<file path="src/ttw_pkg.sv">
// Shared constants, codes and controller/datapath handshake types for the
// text terminal writer. No dependencies; every other file in src but ttw_ram uses it.
`default_nettype none

package ttw_pkg;

   // Default screen geometry, used as top-level parameter defaults.
   localparam int SCREEN_WIDTH  = 80;
   localparam int SCREEN_HEIGHT = 25;

   // Fixed field widths of the request and response channels.
   localparam int OPCODE_W = 3;
   localparam int CHAR_W   = 8;
   localparam int COL_IN_W = 7;
   localparam int ROW_IN_W = 5;
   localparam int ATTR_W   = 8;
   localparam int CELL_W   = 16;
   localparam int INDEX_W  = 11;

   // Request opcodes.
   localparam logic [OPCODE_W-1:0] OP_PRINT  = 3'd0;
   localparam logic [OPCODE_W-1:0] OP_PUT    = 3'd1;
   localparam logic [OPCODE_W-1:0] OP_CLEAR  = 3'd2;
   localparam logic [OPCODE_W-1:0] OP_SETCUR = 3'd3;
   localparam logic [OPCODE_W-1:0] OP_READ   = 3'd4;

   // Character codes with special meaning when printed.
   localparam logic [CHAR_W-1:0] CHAR_NUL   = 8'h00;
   localparam logic [CHAR_W-1:0] CHAR_BS    = 8'h08;
   localparam logic [CHAR_W-1:0] CHAR_TAB   = 8'h09;
   localparam logic [CHAR_W-1:0] CHAR_LF    = 8'h0A;
   localparam logic [CHAR_W-1:0] CHAR_SPACE = 8'h20;

   // Attribute after reset; the screen is blanked with it as well.
   localparam logic [ATTR_W-1:0] ATTR_RESET = 8'h1F;

   // A tab prints this many spaces.
   localparam int TAB_SPACES = 4;
   localparam int REM_W      = $clog2(TAB_SPACES);

   // Commands from the controller to the datapath.
   typedef struct packed {
      logic capture;      // latch the accepted request
      logic load_rsp;     // load the response register
      logic wr_put;       // write request character at request cell
      logic wr_cur;       // write a character at the cursor cell
      logic emit_space;   // the character for wr_cur is a space
      logic fill;         // write a blank at the sweep address
      logic fill_reset;   // blank uses the reset attribute
      logic rd_cell;      // read the request cell
      logic cap_data;     // capture the read data
      logic copy_rd;      // scroll copy: read one row below the sweep address
      logic sweep_clr;
      logic sweep_inc;
      logic cur_advance;  // step right, wrapping to the next row
      logic cur_newline;  // column 0 of the next row
      logic cur_back;     // step left, wrapping to the previous row
      logic cur_home;
      logic cur_load;     // cursor from the request cell
      logic set_scrolled;
   } cmd_type;

   // Status from the datapath to the controller.
   typedef struct packed {
      logic [OPCODE_W-1:0] op;
      logic ch_nul;
      logic ch_lf;
      logic ch_tab;
      logic ch_bs;
      logic col_zero;
      logic row_zero;
      logic col_last;
      logic row_last;
      logic copy_end;
      logic cells_end;
      logic rsp_free;
   } status_type;

endpackage

`default_nettype wire

</file>
<file path="src/ttw_ctrl.sv">
// Controller state machine of the text terminal writer: request decode,
// print sequencing, tab repeat, scroll and clear sweeps.
// Depends on ttw_pkg.
`default_nettype none

module ttw_ctrl (
   input  wire logic                clock,
   input  wire logic                reset,
   input  wire logic                req_valid,
   output      logic                req_ready,
   input  wire ttw_pkg::status_type stat,
   output      ttw_pkg::cmd_type    cmd
);

   localparam int STATE_W = 4;
   localparam logic [STATE_W-1:0] S_INIT      = 4'd0;
   localparam logic [STATE_W-1:0] S_IDLE      = 4'd1;
   localparam logic [STATE_W-1:0] S_EXEC      = 4'd2;
   localparam logic [STATE_W-1:0] S_EMIT      = 4'd3;
   localparam logic [STATE_W-1:0] S_BS_WR     = 4'd4;
   localparam logic [STATE_W-1:0] S_READ_WAIT = 4'd5;
   localparam logic [STATE_W-1:0] S_CLEAR     = 4'd6;
   localparam logic [STATE_W-1:0] S_SCR_COPY  = 4'd7;
   localparam logic [STATE_W-1:0] S_SCR_DRAIN = 4'd8;
   localparam logic [STATE_W-1:0] S_SCR_BLANK = 4'd9;
   localparam logic [STATE_W-1:0] S_DONE      = 4'd10;

   localparam logic [ttw_pkg::REM_W-1:0] TAB_REM = ttw_pkg::REM_W'(ttw_pkg::TAB_SPACES - 1);

   logic [STATE_W-1:0]        state_ff, state_in;
   logic [ttw_pkg::REM_W-1:0] rem_ff, rem_in;   // spaces still to print after this one

   // Next state and commands.
   always_comb begin
      state_in  = state_ff;
      rem_in    = rem_ff;
      cmd       = '0;
      req_ready = 1'b0;
      unique case (state_ff)
         S_INIT: begin
            // Power-up pass: blank every cell with the reset attribute.
            cmd.fill       = 1'b1;
            cmd.fill_reset = 1'b1;
            cmd.sweep_inc  = 1'b1;
            if (stat.cells_end) begin
               state_in = S_IDLE;
            end
         end
         S_IDLE: begin
            req_ready   = 1'b1;
            cmd.capture = req_valid;
            if (req_valid) begin
               state_in = S_EXEC;
            end
         end
         S_EXEC: begin
            rem_in   = '0;
            state_in = S_DONE;
            unique case (stat.op)
               ttw_pkg::OP_PRINT: begin
                  if (stat.ch_nul) begin
                     state_in = S_DONE;
                  end else if (stat.ch_lf) begin
                     cmd.cur_newline = 1'b1;
                     if (stat.row_last) begin
                        cmd.sweep_clr    = 1'b1;
                        cmd.set_scrolled = 1'b1;
                        state_in         = S_SCR_COPY;
                     end
                  end else if (stat.ch_bs) begin
                     // Backspace at the top-left cell does nothing.
                     if (!(stat.col_zero && stat.row_zero)) begin
                        cmd.cur_back = 1'b1;
                        state_in     = S_BS_WR;
                     end
                  end else begin
                     if (stat.ch_tab) begin
                        rem_in = TAB_REM;
                     end
                     state_in = S_EMIT;
                  end
               end
               ttw_pkg::OP_PUT: begin
                  cmd.wr_put = 1'b1;
               end
               ttw_pkg::OP_CLEAR: begin
                  cmd.cur_home  = 1'b1;
                  cmd.sweep_clr = 1'b1;
                  state_in      = S_CLEAR;
               end
               ttw_pkg::OP_SETCUR: begin
                  cmd.cur_load = 1'b1;
               end
               ttw_pkg::OP_READ: begin
                  cmd.rd_cell = 1'b1;
                  state_in    = S_READ_WAIT;
               end
               default: begin
                  state_in = S_DONE;
               end
            endcase
         end
         S_EMIT: begin
            // Write one character at the cursor and step right.
            cmd.wr_cur      = 1'b1;
            cmd.emit_space  = stat.ch_tab;
            cmd.cur_advance = 1'b1;
            if (stat.col_last && stat.row_last) begin
               cmd.sweep_clr    = 1'b1;
               cmd.set_scrolled = 1'b1;
               state_in         = S_SCR_COPY;
            end else if (rem_ff != '0) begin
               rem_in = rem_ff - ttw_pkg::REM_W'(1);
            end else begin
               state_in = S_DONE;
            end
         end
         S_BS_WR: begin
            cmd.wr_cur     = 1'b1;
            cmd.emit_space = 1'b1;
            state_in       = S_DONE;
         end
         S_READ_WAIT: begin
            cmd.cap_data = 1'b1;
            state_in     = S_DONE;
         end
         S_CLEAR: begin
            cmd.fill      = 1'b1;
            cmd.sweep_inc = 1'b1;
            if (stat.cells_end) begin
               state_in = S_DONE;
            end
         end
         S_SCR_COPY: begin
            // Move every row but the first up by one, one cell a cycle.
            cmd.copy_rd   = 1'b1;
            cmd.sweep_inc = 1'b1;
            if (stat.copy_end) begin
               state_in = S_SCR_DRAIN;
            end
         end
         S_SCR_DRAIN: begin
            // The last copied cell is written in this cycle.
            state_in = S_SCR_BLANK;
         end
         S_SCR_BLANK: begin
            cmd.fill      = 1'b1;
            cmd.sweep_inc = 1'b1;
            if (stat.cells_end) begin
               // Resume a tab that still has spaces to print.
               if (rem_ff != '0) begin
                  rem_in   = rem_ff - ttw_pkg::REM_W'(1);
                  state_in = S_EMIT;
               end else begin
                  state_in = S_DONE;
               end
            end
         end
         S_DONE: begin
            if (stat.rsp_free) begin
               cmd.load_rsp = 1'b1;
               state_in     = S_IDLE;
            end
         end
         default: begin
            state_in = S_IDLE;
         end
      endcase
   end

   always_ff @(posedge clock) begin
      if (reset) begin
         state_ff <= S_INIT;
         rem_ff   <= '0;
      end else begin
         state_ff <= state_in;
         rem_ff   <= rem_in;
      end
   end

   // The delayed scroll copy write must never meet another memory write.
   a_copy_write_alone: assert property (@(posedge clock) disable iff (reset)
      $past(cmd.copy_rd) |-> !(cmd.fill || cmd.wr_cur || cmd.wr_put))
      else $error("scroll copy write collides with another write");

   // A response is loaded only when the response register can take it.
   a_load_when_free: assert property (@(posedge clock) disable iff (reset)
      cmd.load_rsp |-> stat.rsp_free)
      else $error("response loaded over an untaken response");

   // An accepted request is decoded in the following cycle.
   a_capture_then_exec: assert property (@(posedge clock) disable iff (reset)
      cmd.capture |=> state_ff == S_EXEC)
      else $error("accepted request not decoded");

   // No request is taken while the power-up blanking pass runs.
   a_no_accept_in_init: assert property (@(posedge clock) disable iff (reset)
      state_ff == S_INIT |-> !req_ready)
      else $error("request accepted during power-up blanking");

endmodule

`default_nettype wire

</file>
<file path="config.mk">
export PLATFORM = sky130hd
export DESIGN_NAME = ttw_ctrl
export DESIGN_NICKNAME = d
export VERILOG_FILES = /design/src/ttw_pkg.sv /design/src/ttw_ctrl.sv
export SDC_FILE = /design/constraint.sdc
export NUM_CORES = 1
export LEC_CHECK = 0
export BUFFER_PORTS_ARGS = -buffer_cell sky130_fd_sc_hd__buf_2
export CAP_MARGIN = 10
export CORE_UTILIZATION = 50
export DETAILED_ROUTE_END_ITERATION = 7
export PLACE_DENSITY = 0.82
export SLEW_MARGIN = 20
export SYNTH_ARGS = -nofsm -noshare
export SYNTH_HDL_FRONTEND = slang
export SYNTH_SLANG_ARGS = --single-unit
</file>
<file path="constraint.sdc">
create_clock -name clock -period 3.9 [get_ports clock]
set_input_delay 0.78 -clock clock [delete_from_list [all_inputs] [get_ports clock]]
set_output_delay 0.78 -clock clock [all_outputs]
set_load 0.02 [all_outputs]
</file>
# After elaboration in Yosys (flattened, before gate mapping)
# Index checks and enable logic that the tools add are counted.
[word_totals]
input_bits = 17
out_inout_bits = 19
register_bits = 6
[classes]
add_sub_neg = 1
n_reduce_logical = 11
mux = 57
n_eq_ne = 22
[op_table]
columns = ["operator", "n"]
rows = [
  ["4-bit 2-to-1 mux", 15],
  ["4-bit case mux with 10 select lines", 1],
  ["1-bit 2-to-1 mux", 25],
  ["2-bit 2-to-1 mux", 10],
  ["4-bit by 3-bit equality test with 1-bit output, second input constant", 4],
  ["2-bit inequality test, second input constant", 7],
  ["4-bit equality test, second input constant", 3],
  ["4-bit case mux with 3 select lines", 1],
  ["4-bit by 2-bit equality test with 1-bit output, second input constant", 2],
  ["7-bit AND reduction", 1],
  ["3-bit by 2-bit equality test with 1-bit output, second input constant", 2],
  ["1-bit case mux with 2 select lines", 3],
  ["2-bit case mux with 3 select lines", 1],
  ["4-bit by 1-bit equality test with 1-bit output, second input constant", 1],
  ["4-bit logical NOT", 1],
  ["2-bit case mux with 2 select lines", 1],
  ["4-bit OR reduction", 1],
  ["3-bit by 1-bit equality test with 1-bit output, second input constant", 1],
  ["3-bit equality test, second input constant", 1],
  ["3-bit logical NOT", 1],
  ["3-bit inequality test, second input constant", 1],
  ["3-bit AND reduction", 1],
  ["3-bit nonzero test", 1],
  ["3-bit OR reduction", 1],
  ["other kinds (4)", 5],
]

# Depth between registers and ports, before layout
# Gate-level depths: netlist of run 1.
[depth]
depth_word = 7
ltp_mapped = 7
ltp_nobuf = 7

# Least setup slack after synthesis of run 1
# No wires, ideal clock.
[synth_timing]
path_type = "input -> output"
start = "input port stat[13] (netlist bit)"
end = "output port cmd[7] (netlist bit)"
required_ns = 3.120
arrival_time_ns = 2.061
path_buffers = 1
setup_slack_ns = 1.059
cell_stages = 5
cell_sequence = "clkbuf_1 > nor4_2 > nand2_1 > o21ai_1 > or2_1"
[synth_lines]
columns = ["element", "line", "rtl"]
rows = [
  ["start: declaration", "ttw_ctrl.sv:11", "input wire ttw_pkg::status_type stat,"],
  ["end: declaration", "ttw_ctrl.sv:12", "output ttw_pkg::cmd_type cmd"],
]

==> metrics.md, run 1 <==
| Metric | Value |
|---|---|
| Status | `finished clean` |
| Worst path cell trace | `or2b_1 > nor3_1 > nand2_1 > o21ai_1 > or2_1 > buf_2` |
| Vias | `1102` |
| Worst EP arrival | `2.22 ns` |
| Final hold violation count | `0` |
| WL final | `2453 um` |
| Fraction of registers with async set/reset | `0%` |
| Antenna diodes | `0` |
| Initial core utilization | `53.19%` |
| Number of synthesized register bits | `6` |
| Hold Crit Depth | `2` |
| ANT nets after route | `0` |
| IO Port Bufs | `35` |
| CTS H-tree lvls | `1` |
| Fin Clk Skew | `0.007639 ns` |
| Power per cell area | `577.6 nW/um^2` |
| Final period util | `76.85%` |
| HP Start | `rem_ff[1]` |
| HPWL Detailed | `1856 um` |
| Syn-to-layout area delta | `19.07%` |
| CTS tree | `built` |
| Global-route wire length before repair | `3905 um` |
| Least-Margin Pin Slew | `0.7462 ns` |
| Part of the Yosys area used for sequential elements | `13.08%` |
| Min-Delay Path Class | `flop to flop` |
| Critical R2R Launch | `state_ff[1]` |
| Max_cap viols | `0` |
| Vias per cell | `6.055` |
| TritonCTS Buffers | `3` |
| Share of cells above drive strength 1 | `32.48%` |
| Most instantiated cells after synthesis | `nand2_1 (10), a21oi_1 (8), nor2_1 (8), nor3_1 (8), dfxtp_1 (6)` |
| Routed len/inst | `13.48 um` |
| Slowest-stage cell, CP | `dfxtp_1` |
| CP max FO | `25` |
| Worst relative slew slack | `50.19%` |
| Slew Limit Fails | `0` |
| Initial antenna violation count | `0` |
| Chip height | `44.86 um` |
| Setup tns final | `0 ns` |
| Fmax | `0.3336 GHz` |
| Leak Pwr | `0.4593 nW` |
| Final setup fails | `0` |
| # DRC | `0` |
| Worst path required time | `3.12 ns` |
| Clk buf depth | `2` |
| Post-synth EDFFs | `0` |
| Flop2flop setup slack | `1.89 ns` |
| Top post-synthesis cells by area | `dfxtp_1 (13%), a21oi_1 (4.4%), nor3_1 (4.4%)` |
| Setup bufs post-CTS | `0` |
| Min Tclk post-route | `2.997 ns` |
| I/O pins | `36` |
| CP delay by family, top | `simple AND/OR/NAND/NOR gates` |
| Initial DRC count | `60` |
| RSZ-0062 raised after global routing | `no` |
| Most frequent cell after synthesis | `nand2_1` |
| Largest net degree at the start of global routing | `26` |
| Total power | `0.0006317 W` |
| GPL Wtd Cong | `0.8758` |
| Biggest area consumer among synthesized cells | `dfxtp_1` |
| Share of the synthesized area in the top cell type | `13.08%` |
| Worst r2r path cells | `5` |
| Site Rows | `15` |
| Crit start category | `flop` |
| Yosys warnings | `0` |
| Hold Slack | `0.4697 ns` |
| Hold Path End | `rem_ff[1]` |
| Drt pass-1 iters | `4` |
| Syn Nets | `146` |
| Mapped Avg Cell Area | `7.175 sq um` |
| Worst skew pair latency | `0.24 ns` |
| Final nets | `177` |
| Core ar. | `1727 sq um` |
| Remaining global-route overflow | `0` |
| Clk slew on worst S/H paths | `0.05 ns` |
| # hold bufs at CTS | `0` |
| Gr usage total | `25.52%` |
| Die extent in x | `44.86 um` |
| Clock root cell | `clkbuf_4` |
| Post-synthesis cell area | `918.4 sq um` |
| Mapped Cells | `128` |
| Clock sink count | `6` |
| Crit end category | `output pin` |
| Worst Path Buf+Inv | `1` |
| Crit Path Category | `flop to output pin` |
| Yosys cell types | `54` |
| Critical R2R Capture | `state_ff[0]` |
| DIE AREA | `2012 sq um` |
| VDD IR-drop max | `0.4580 mV` |
| Max incr delay on CP | `0.79 ns` |
| Vias in the first global route | `897` |
| Gates resized, CTS repair | `0` |
| Post-synth top flop | `dfxtp_1` |
flip-flops by register name, summed over array words and instances (netlist names):
register	cells
state_ff	4
rem_ff	2
metal layers:
layer | up-vias | GRT usage (%) | part of all wire (%)
met1 | 507 | 34.62 | 45
met2 | 49 | 43.24 | 48
met5 | - | 0 | 0
met3 | 0 | 6.000 | 7.3
met4 | 0 | 1.212 | 0
li1 | 546 | - | -
cells by family (layout without fill, tap and decap cells):
family / count (synthesis) / count (layout) / share of synthesized area (%)
flops: 6 / 6 / 13.08
compound gates: 41 / 41 / 33.11
simple gates: 63 / 63 / 42.24
buf+inv: 15 / 44 / 8.309
xor+xnor: 2 / 2 / 1.908
fa+ha+maj: 1 / 1 / 1.362
through the flow:
| step | instances | cell area, sq um | util, % | setup slack, ns |
|---|---|---|---|---|
| after floorplan | 128 | 918.4 | - | 1.059 |
| final | 182 | 1094 | 63.33 | 0.9027 |
| after CTS | 182 | 1094 | 63.33 | 0.9196 |
| after detailed placement | 179 | 1071 | 62.03 | 1.186 |
| after global routing | 182 | 1094 | 63.33 | 0.7147 |
| after global placement | 179 | 1071 | 62.03 | 1.281 |
worst reg2reg max path, stage by stage, from the launching register on:
cell      delay [ns]
dfxtp_1         0.79
or4b_4          0.58
nor3_2          0.15
o21ai_0         0.14
a21boi_1        0.16
o21ba_2         0.13
area by class of cell:
class / count / area, sq um
Multi-Input combinational cell: 107 / 721.9
Fill cell: 186 / 633.1
Timing Repair Buffer: 35 / 175.2
Sequential cell: 6 / 120.1
Tap cell: 25 / 31.28
Clock buffer: 3 / 22.52
Inverter: 6 / 22.52
worst max-delay path by stage:
stage                      from  endpoint  slack, ns  cells after the start
detailed placement  state_ff[1]    cmd[7]       1.19                      6
global placement       stat[13]    cmd[7]       1.28                      6
floorplan              stat[13]    cmd[7]       1.06                      5
finish              state_ff[1]    cmd[7]       0.90                      6
CTS                 state_ff[1]    cmd[7]       0.92                      6
global route        state_ff[1]    cmd[7]       0.71                      6
cell usage in the layout (no fill, tap or decap), drive strengths merged, types with 4 or more instances in the layout:
| cell type | instances |
|---|---|
| inv | 6 |
| o21ai | 8 |
| nor2b | 5 |
| nand2 | 10 |
| a21oi | 9 |
| nand3 | 4 |
| buf | 35 |
| nand2b | 5 |
| nor2 | 8 |
| nor4 | 4 |
| nor3 | 9 |
| dfxtp | 6 |
report_power, final:
| group | internal [W] | switching (W) | total, W | leakage (nW) |
|---|---|---|---|---|
| Sequential | 0.0000790 | 0.0000696 | 0.000149 | 0.0489 |
| Combinational | 0.000181 | 0.000246 | 0.000427 | 0.397 |
| Clock | 0.0000347 | 0.0000211 | 0.0000558 | 0.0138 |
Note: power is estimated with default switching activity, not from simulation.
==> run 2, diff against run 1 <==
CORE_UTILIZATION = 48   (was 50)
PLACE_DENSITY = 0.79   (was 0.82)
clock period = 2.8 ns   (was 3.9 ns; I/O delays follow)
==> run 2 against run 1 <==
  * Worst hold slack better by 0.0070 ns
  * Clock skew is 0.0064 ns lower
  * Sequential power grew 21%
  * Via count up 2.7%
  * Clock power is 35% higher
  * Wire length increased by 8.4%
  * Critical endpoint unchanged
  * Largest power group unchanged
==> metrics.md, run 2 (synthesis gave the netlist of run 1 again) <==
| Metric | Value |
|---|---|
| RSZ-0062 raised after global routing | `no (unchanged)` |
| Logic pwr share | `71.7% (was 67.6%)` |
| Min Tclk post-route | `2.521 ns` |
| WL final | `2658 um (was 2453 um)` |
| I/O pins | `36 (unchanged)` |
| Leading cell types in the layout, fill and taps excluded | `buf_2 (35), nand2_1 (10), nor3_1 (8), nor2_1 (8), a21oi_1 (8) (unchanged)` |
| GPL Wtd Cong | `0.9793 (was 0.8758)` |
| Initial DRC count | `44 (was 60)` |
| Crit start category | `flop (unchanged)` |
| Final worst slack | `0.2786 ns (was 0.9027 ns)` |
| TritonCTS Buffers | `3 (unchanged)` |
| Vias in the first global route | `950 (was 897)` |
| Max incr delay on CP | `0.53 ns (was 0.79 ns)` |
| Remaining global-route overflow | `0 (unchanged)` |
| Least-Margin Pin Slew | `0.7202 ns (was 0.7462 ns)` |
| Multi-input gate area | `721.9 sq um (unchanged)` |
| Cell Int Power | `0.0004204 W (was 0.0002946 W)` |
| Chip height | `45.74 um (was 44.86 um)` |
| Filler cells | `181 (was 186)` |
| Drt pass-1 iters | `4 (unchanged)` |
| ANT nets after route | `0 (unchanged)` |
| Antenna diodes | `0 (unchanged)` |
| CP delay by family, top | `simple AND/OR/NAND/NOR gates (unchanged)` |
| Die extent in x | `45.74 um (was 44.86 um)` |
| Worst skew pair latency | `0.24 ns (about the same)` |
| Setup tns final | `0 ns (unchanged)` |
| Min-Delay Path Class | `flop to flop (unchanged)` |
| Crit Path Category | `flop to output pin (unchanged)` |
| Power per cell area | `811.4 nW/um^2 (was 577.6 nW/um^2)` |
| Slowest-stage cell, CP | `dfxtp_1 (unchanged)` |
| HPWL Detailed | `2057 um (was 1856 um)` |
| Register area | `120.1 sq um (unchanged)` |
| Final hold violation count | `0 (unchanged)` |
| Gr usage total | `26.51% (was 25.52%)` |
| Max_cap viols | `0 (unchanged)` |
| CP max FO | `11 (was 25)` |
| Fmax | `0.3966 GHz` |
| CTS tree | `built (unchanged)` |
| Vias per cell | `6.152 (was 6.055)` |
| Worst path cell trace | `or2b_1 > nor3_1 > nand2_1 > o21ai_1 > or2_1 > buf_2 (unchanged)` |
| Share of cells above drive strength 1 | `33.33% (was 32.48%)` |
| Worst path required time | `2.24 ns (was 3.12 ns)` |
| Initial antenna violation count | `0 (unchanged)` |
| Final nets | `179 (was 177)` |
| Routed len/inst | `14.45 um (was 13.48 um)` |
| Worst r2r path cells | `6 (was 5)` |
| Largest regs | `state_ff (4), rem_ff (2) (unchanged)` |
| Max reg flops | `4 (unchanged)` |
| Initial core utilization | `52.06% (was 53.19%)` |
| Status | `finished clean (unchanged)` |
| Setup bufs post-CTS | `0 (unchanged)` |
| Gates resized, CTS repair | `0 (unchanged)` |
| Commonest non-fill, non-tap cell in the layout | `buf_2 (unchanged)` |
| Leak Pwr | `0.4700 nW (was 0.4593 nW)` |
| Clk buf depth | `2 (unchanged)` |
| Vias | `1132 (was 1102)` |
| Syn-to-layout area delta | `20.71% (was 19.07%)` |
| Setup WS pre-CTS | `0.5628 ns (was 1.186 ns)` |
| Slew Limit Fails | `0 (unchanged)` |
| Switch Pwr | `0.0004790 W (was 0.0003371 W)` |
| Fin Clk Skew | `0.001271 ns (was 0.007639 ns)` |
| Clock Power Share | `8.4% (was 8.8%)` |
| # DRC | `0 (unchanged)` |
| IO Port Bufs | `35 (unchanged)` |
| Largest Register | `state_ff (unchanged)` |
| Hold Crit Depth | `2 (unchanged)` |
| Global-route wire length before repair | `4071 um (was 3905 um)` |
| Core ar. | `1764 sq um (was 1727 sq um)` |
| CTS H-tree lvls | `1 (unchanged)` |
| Flop pwr share | `20.0% (was 23.5%)` |
| Clock sink count | `6 (unchanged)` |
| Final setup fails | `0 (unchanged)` |
| Final period util | `90.05%` |
| Largest net degree at the start of global routing | `24 (was 26)` |
| Crit end category | `output pin (unchanged)` |
| Clock root cell | `clkbuf_4 (unchanged)` |
| WP depth | `6 (unchanged)` |
| Worst Path Buf+Inv | `1 (unchanged)` |
| Worst relative slew slack | `51.92% (was 50.19%)` |
| DIE AREA | `2092 sq um (was 2012 sq um)` |
| Site Rows | `15 (unchanged)` |
| Worst EP arrival | `1.96 ns (was 2.22 ns)` |
| VDD IR-drop max | `0.5246 mV (was 0.4580 mV)` |
| Switching Share | `53.26% (was 53.37%)` |
| # hold bufs at CTS | `0 (unchanged)` |
| Clk slew on worst S/H paths | `0.04 ns (was 0.05 ns)` |
## run 2: worst register-to-register path, cell delays in order, from the launching register on
cell and delay (ns):
dfxtp_1 0.53, buf_4 0.28, nor4bb_1 0.54, o31ai_4 0.10, o2111ai_2 0.13, nand2_1 0.11
a31oi_1 0.19
## run 2: layout make-up
type	count	area share [%]
Clock buffer	3	2.032
Multi-Input combinational cell	107	65.12
Inverter	6	2.032
Sequential cell	6	10.84
Timing Repair Buffer	37	17.16
Tap cell	25	2.822
## run 2: power by group through the flow
stage	logic, W	clock network [W]	registers [W]
final	0.000645	0.0000752	0.000180
after global routing	0.000699	0.0000840	0.000183
after CTS	0.000638	0.0000815	0.000177
after detailed placement	0.000635	0	0.000178
after global placement	0.000618	0	0.000174
after floorplan	0.000526	0	0.000131
## run 2: through the flow
stage	hold WS (ns)	instances	util, %	instance area [sq um]	power, W
after floorplan	0.4351	128	-	918.4	0.0006573
final	0.4767	184	62.84	1109	0.0008995
after CTS	0.4772	184	62.84	1109	0.0008962
after global routing	0.5085	184	62.84	1109	0.0009663
after global placement	0.4547	181	61.56	1086	0.0007923
after detailed placement	0.4680	181	61.56	1086	0.0008135
## run 2: path summary, 6_finish.rpt
path                     from     endpoint  slack (ns)
setup / recovery  state_ff[1]       cmd[7]        0.28
hold reg to reg     rem_ff[1]    rem_ff[1]        0.48
hold / removal      rem_ff[1]    rem_ff[1]        0.48
setup reg to reg  state_ff[1]  state_ff[2]        0.85
## run 2: routing by layer
layer	vias to the layer above	track usage [%]	part of all wire, %
li1	549	-	-
met1	511	35.08	44
met2	64	41.43	47
met3	8	2.381	6.1
met4	0	15.88	2.6
met5	-	0	0
==> run 3, diff against run 2 <==
GPL_TIMING_DRIVEN = 0   (was unset)
HOLD_SLACK_MARGIN = 0.03   (was unset)
SKIP_LAST_GASP = 1   (was unset)
==> run 3 against run 2 <==
  * First-iteration DRC count increased by 11%
  * Register-to-register slack better by 0.27 ns
  * Clock power is 1% higher
  * Setup slack better by 0.082 ns
  * Utilization is 1.6 points higher
==> metrics.md, run 3 (synthesis gave the netlist of run 1 again) <==
| Metric | Value |
|---|---|
| Min Tclk post-route | `2.440 ns (was 2.521 ns)` |
| Site Rows | `15 (unchanged)` |
| Worst relative slew slack | `66.97% (was 51.92%)` |
| Chip height | `45.74 um (unchanged)` |
| Remaining global-route overflow | `0 (unchanged)` |
| HPWL Detailed | `2053 um (was 2057 um)` |
| Setup WS pre-CTS | `0.5213 ns (was 0.5628 ns)` |
| Worst path required time | `2.24 ns (about the same)` |
| Leading cell types in the layout, fill and taps excluded | `buf_2 (34), nand2_1 (10), nor3_1 (8), nor2_1 (8), a21oi_1 (8) (was buf_2 (35), nand2_1 (10), nor3_1 (8), nor2_1 (8), a21oi_1 (8))` |
| TritonCTS Buffers | `3 (unchanged)` |
| Layout Cells excl Fill | `189 (was 184)` |
| Vias per cell | `5.921 (was 6.152)` |
| Final nets | `184 (was 179)` |
| IO Port Bufs | `33 (was 35)` |
| Slew Limit Fails | `0 (unchanged)` |
| Setup bufs post-CTS | `0 (unchanged)` |
| Min-Delay Path Class | `flop to flop (unchanged)` |
| # hold bufs at CTS | `0 (unchanged)` |
| Max_cap viols | `0 (unchanged)` |
| Initial core utilization | `52.06% (unchanged)` |
| Global-route wire length before repair | `4278 um (was 4071 um)` |
| Clk slew on worst S/H paths | `0.04 ns (about the same)` |
| Clock sink count | `6 (unchanged)` |
| # DRC | `0 (unchanged)` |
| Initial DRC count | `49 (was 44)` |
| Placed insts | `186 (was 181)` |
| Antenna diodes | `0 (unchanged)` |
| Commonest non-fill, non-tap cell in the layout | `buf_2 (unchanged)` |
| Largest net degree at the start of global routing | `11 (was 24)` |
| Fin Clk Skew | `0.003260 ns (was 0.001271 ns)` |
| DIE AREA | `2092 sq um (unchanged)` |
| Die extent in x | `45.74 um (unchanged)` |
| Worst skew pair latency | `0.24 ns (about the same)` |
| Filler cells | `172 (was 181)` |
| Vias in the first global route | `976 (was 950)` |
| Crit start category | `flop (unchanged)` |
| Vias | `1119 (was 1132)` |
| Final worst slack | `0.3604 ns (was 0.2786 ns)` |
| Worst path cell trace | `buf_4 > or2b_1 > nor3_1 > nand2_1 > o21ai_1 > or2_1 > buf_2 (was or2b_1 > nor3_1 > nand2_1 > o21ai_1 > or2_1 > buf_2)` |
| Routed len/inst | `13.74 um (was 14.45 um)` |
| GPL Wtd Cong | `0.9527 (was 0.9793)` |
| VDD IR-drop max | `0.6379 mV (was 0.5246 mV)` |
| Largest regs | `state_ff (4), rem_ff (2) (unchanged)` |
| Final period util | `87.13% (was 90.05%)` |
| Register area | `120.1 sq um (unchanged)` |
| CP delay by family, top | `simple AND/OR/NAND/NOR gates (unchanged)` |
| Largest Register | `state_ff (unchanged)` |
| Leak Pwr | `0.4837 nW (was 0.4700 nW)` |
| WL final | `2597 um (was 2658 um)` |
| Setup tns final | `0 ns (unchanged)` |
| Crit end category | `output pin (unchanged)` |
| Final setup fails | `0 (unchanged)` |
| Slowest-stage cell, CP | `dfxtp_1 (unchanged)` |
| Crit Path Category | `flop to output pin (unchanged)` |
| Max reg flops | `4 (unchanged)` |
| Final hold violation count | `0 (unchanged)` |
| Worst EP arrival | `1.88 ns (was 1.96 ns)` |
| Worst Path Buf+Inv | `2 (was 1)` |
| CTS tree | `built (unchanged)` |
| Status | `finished clean (unchanged)` |
| Syn-to-layout area delta | `23.84% (was 20.71%)` |
| Power per cell area | `806.0 nW/um^2 (was 811.4 nW/um^2)` |
| ANT nets after route | `0 (unchanged)` |
| Drt pass-1 iters | `4 (unchanged)` |
| Share of cells above drive strength 1 | `32.93% (was 33.33%)` |
| Placed Area | `1115 sq um (was 1086 sq um)` |
| Gates resized, CTS repair | `0 (unchanged)` |
| Max incr delay on CP | `0.34 ns (was 0.53 ns)` |
| Clk buf depth | `2 (unchanged)` |
| CTS H-tree lvls | `1 (unchanged)` |
| Initial antenna violation count | `0 (unchanged)` |
| Gr usage total | `27.84% (was 26.51%)` |
| Clock root cell | `clkbuf_4 (unchanged)` |
| Fmax | `0.4099 GHz (was 0.3966 GHz)` |
| I/O pins | `36 (unchanged)` |
| RSZ-0062 raised after global routing | `no (unchanged)` |
| CP max FO | `10 (was 11)` |
| Multi-input gate area | `721.9 sq um (unchanged)` |
| Post-layout instance area | `1137 sq um (was 1109 sq um)` |
| Core ar. | `1764 sq um (unchanged)` |
| Least-Margin Pin Slew | `0.4888 ns (was 0.7202 ns)` |
| Total power | `0.0009167 W (was 0.0008995 W)` |
-- run 3: area by class of cell --
cell class / instances / area share (%)
inverter: 6 / 1.980
sequential: 6 / 10.56
multi-input combinational: 107 / 63.48
clock buffer: 3 / 1.980
buffer: 9 / 4.730
tap: 25 / 2.750
timing repair buffer: 33 / 14.52
-- run 3: layer usage --
metal  vias to the layer above  GRT usage [%]  share of wire (%)
met4                         0          11.18               0.58
met5                         -              0                  0
li1                        552              -                  -
met2                        47          43.43                 47
met3                         2          1.587                5.5
met1                       518          39.71                 47
-- run 3: worst paths after layout --
check | depth (start not counted) | startpoint | endpoint | slack, ns
setup / recovery | 7 | state_ff[3] | cmd[7] | 0.36
hold / removal | 2 | rem_ff[1] | rem_ff[1] | 0.47
setup reg to reg | 5 | state_ff[0] | state_ff[2] | 1.12
hold reg to reg | 2 | rem_ff[1] | rem_ff[1] | 0.47
-- run 3: where the power goes --
part           internal, W  switching (W)  total [W]
clock network    0.0000483      0.0000279  0.0000762
logic             0.000279       0.000421   0.000700
registers         0.000110      0.0000308   0.000141
total             0.000437       0.000480   0.000917
-- run 3: through the flow --
step,hold slack [ns],utilization [%]
6_report,0.4696,64.47
3_3_place_gp,0.4619,63.19
2_1_floorplan,0.4351,-
3_5_place_dp,0.4586,63.19
4_1_cts,0.4678,64.47
5_1_grt,0.4950,64.47
-- run 3: worst register-to-register path: stages, from the launching register on --
cell	delay (ns)
dfxtp_1	0.44
nor2b_1	0.39
nand3_1	0.21
o2111ai_2	0.27
nand2_1	0.09
a31oi_1	0.20
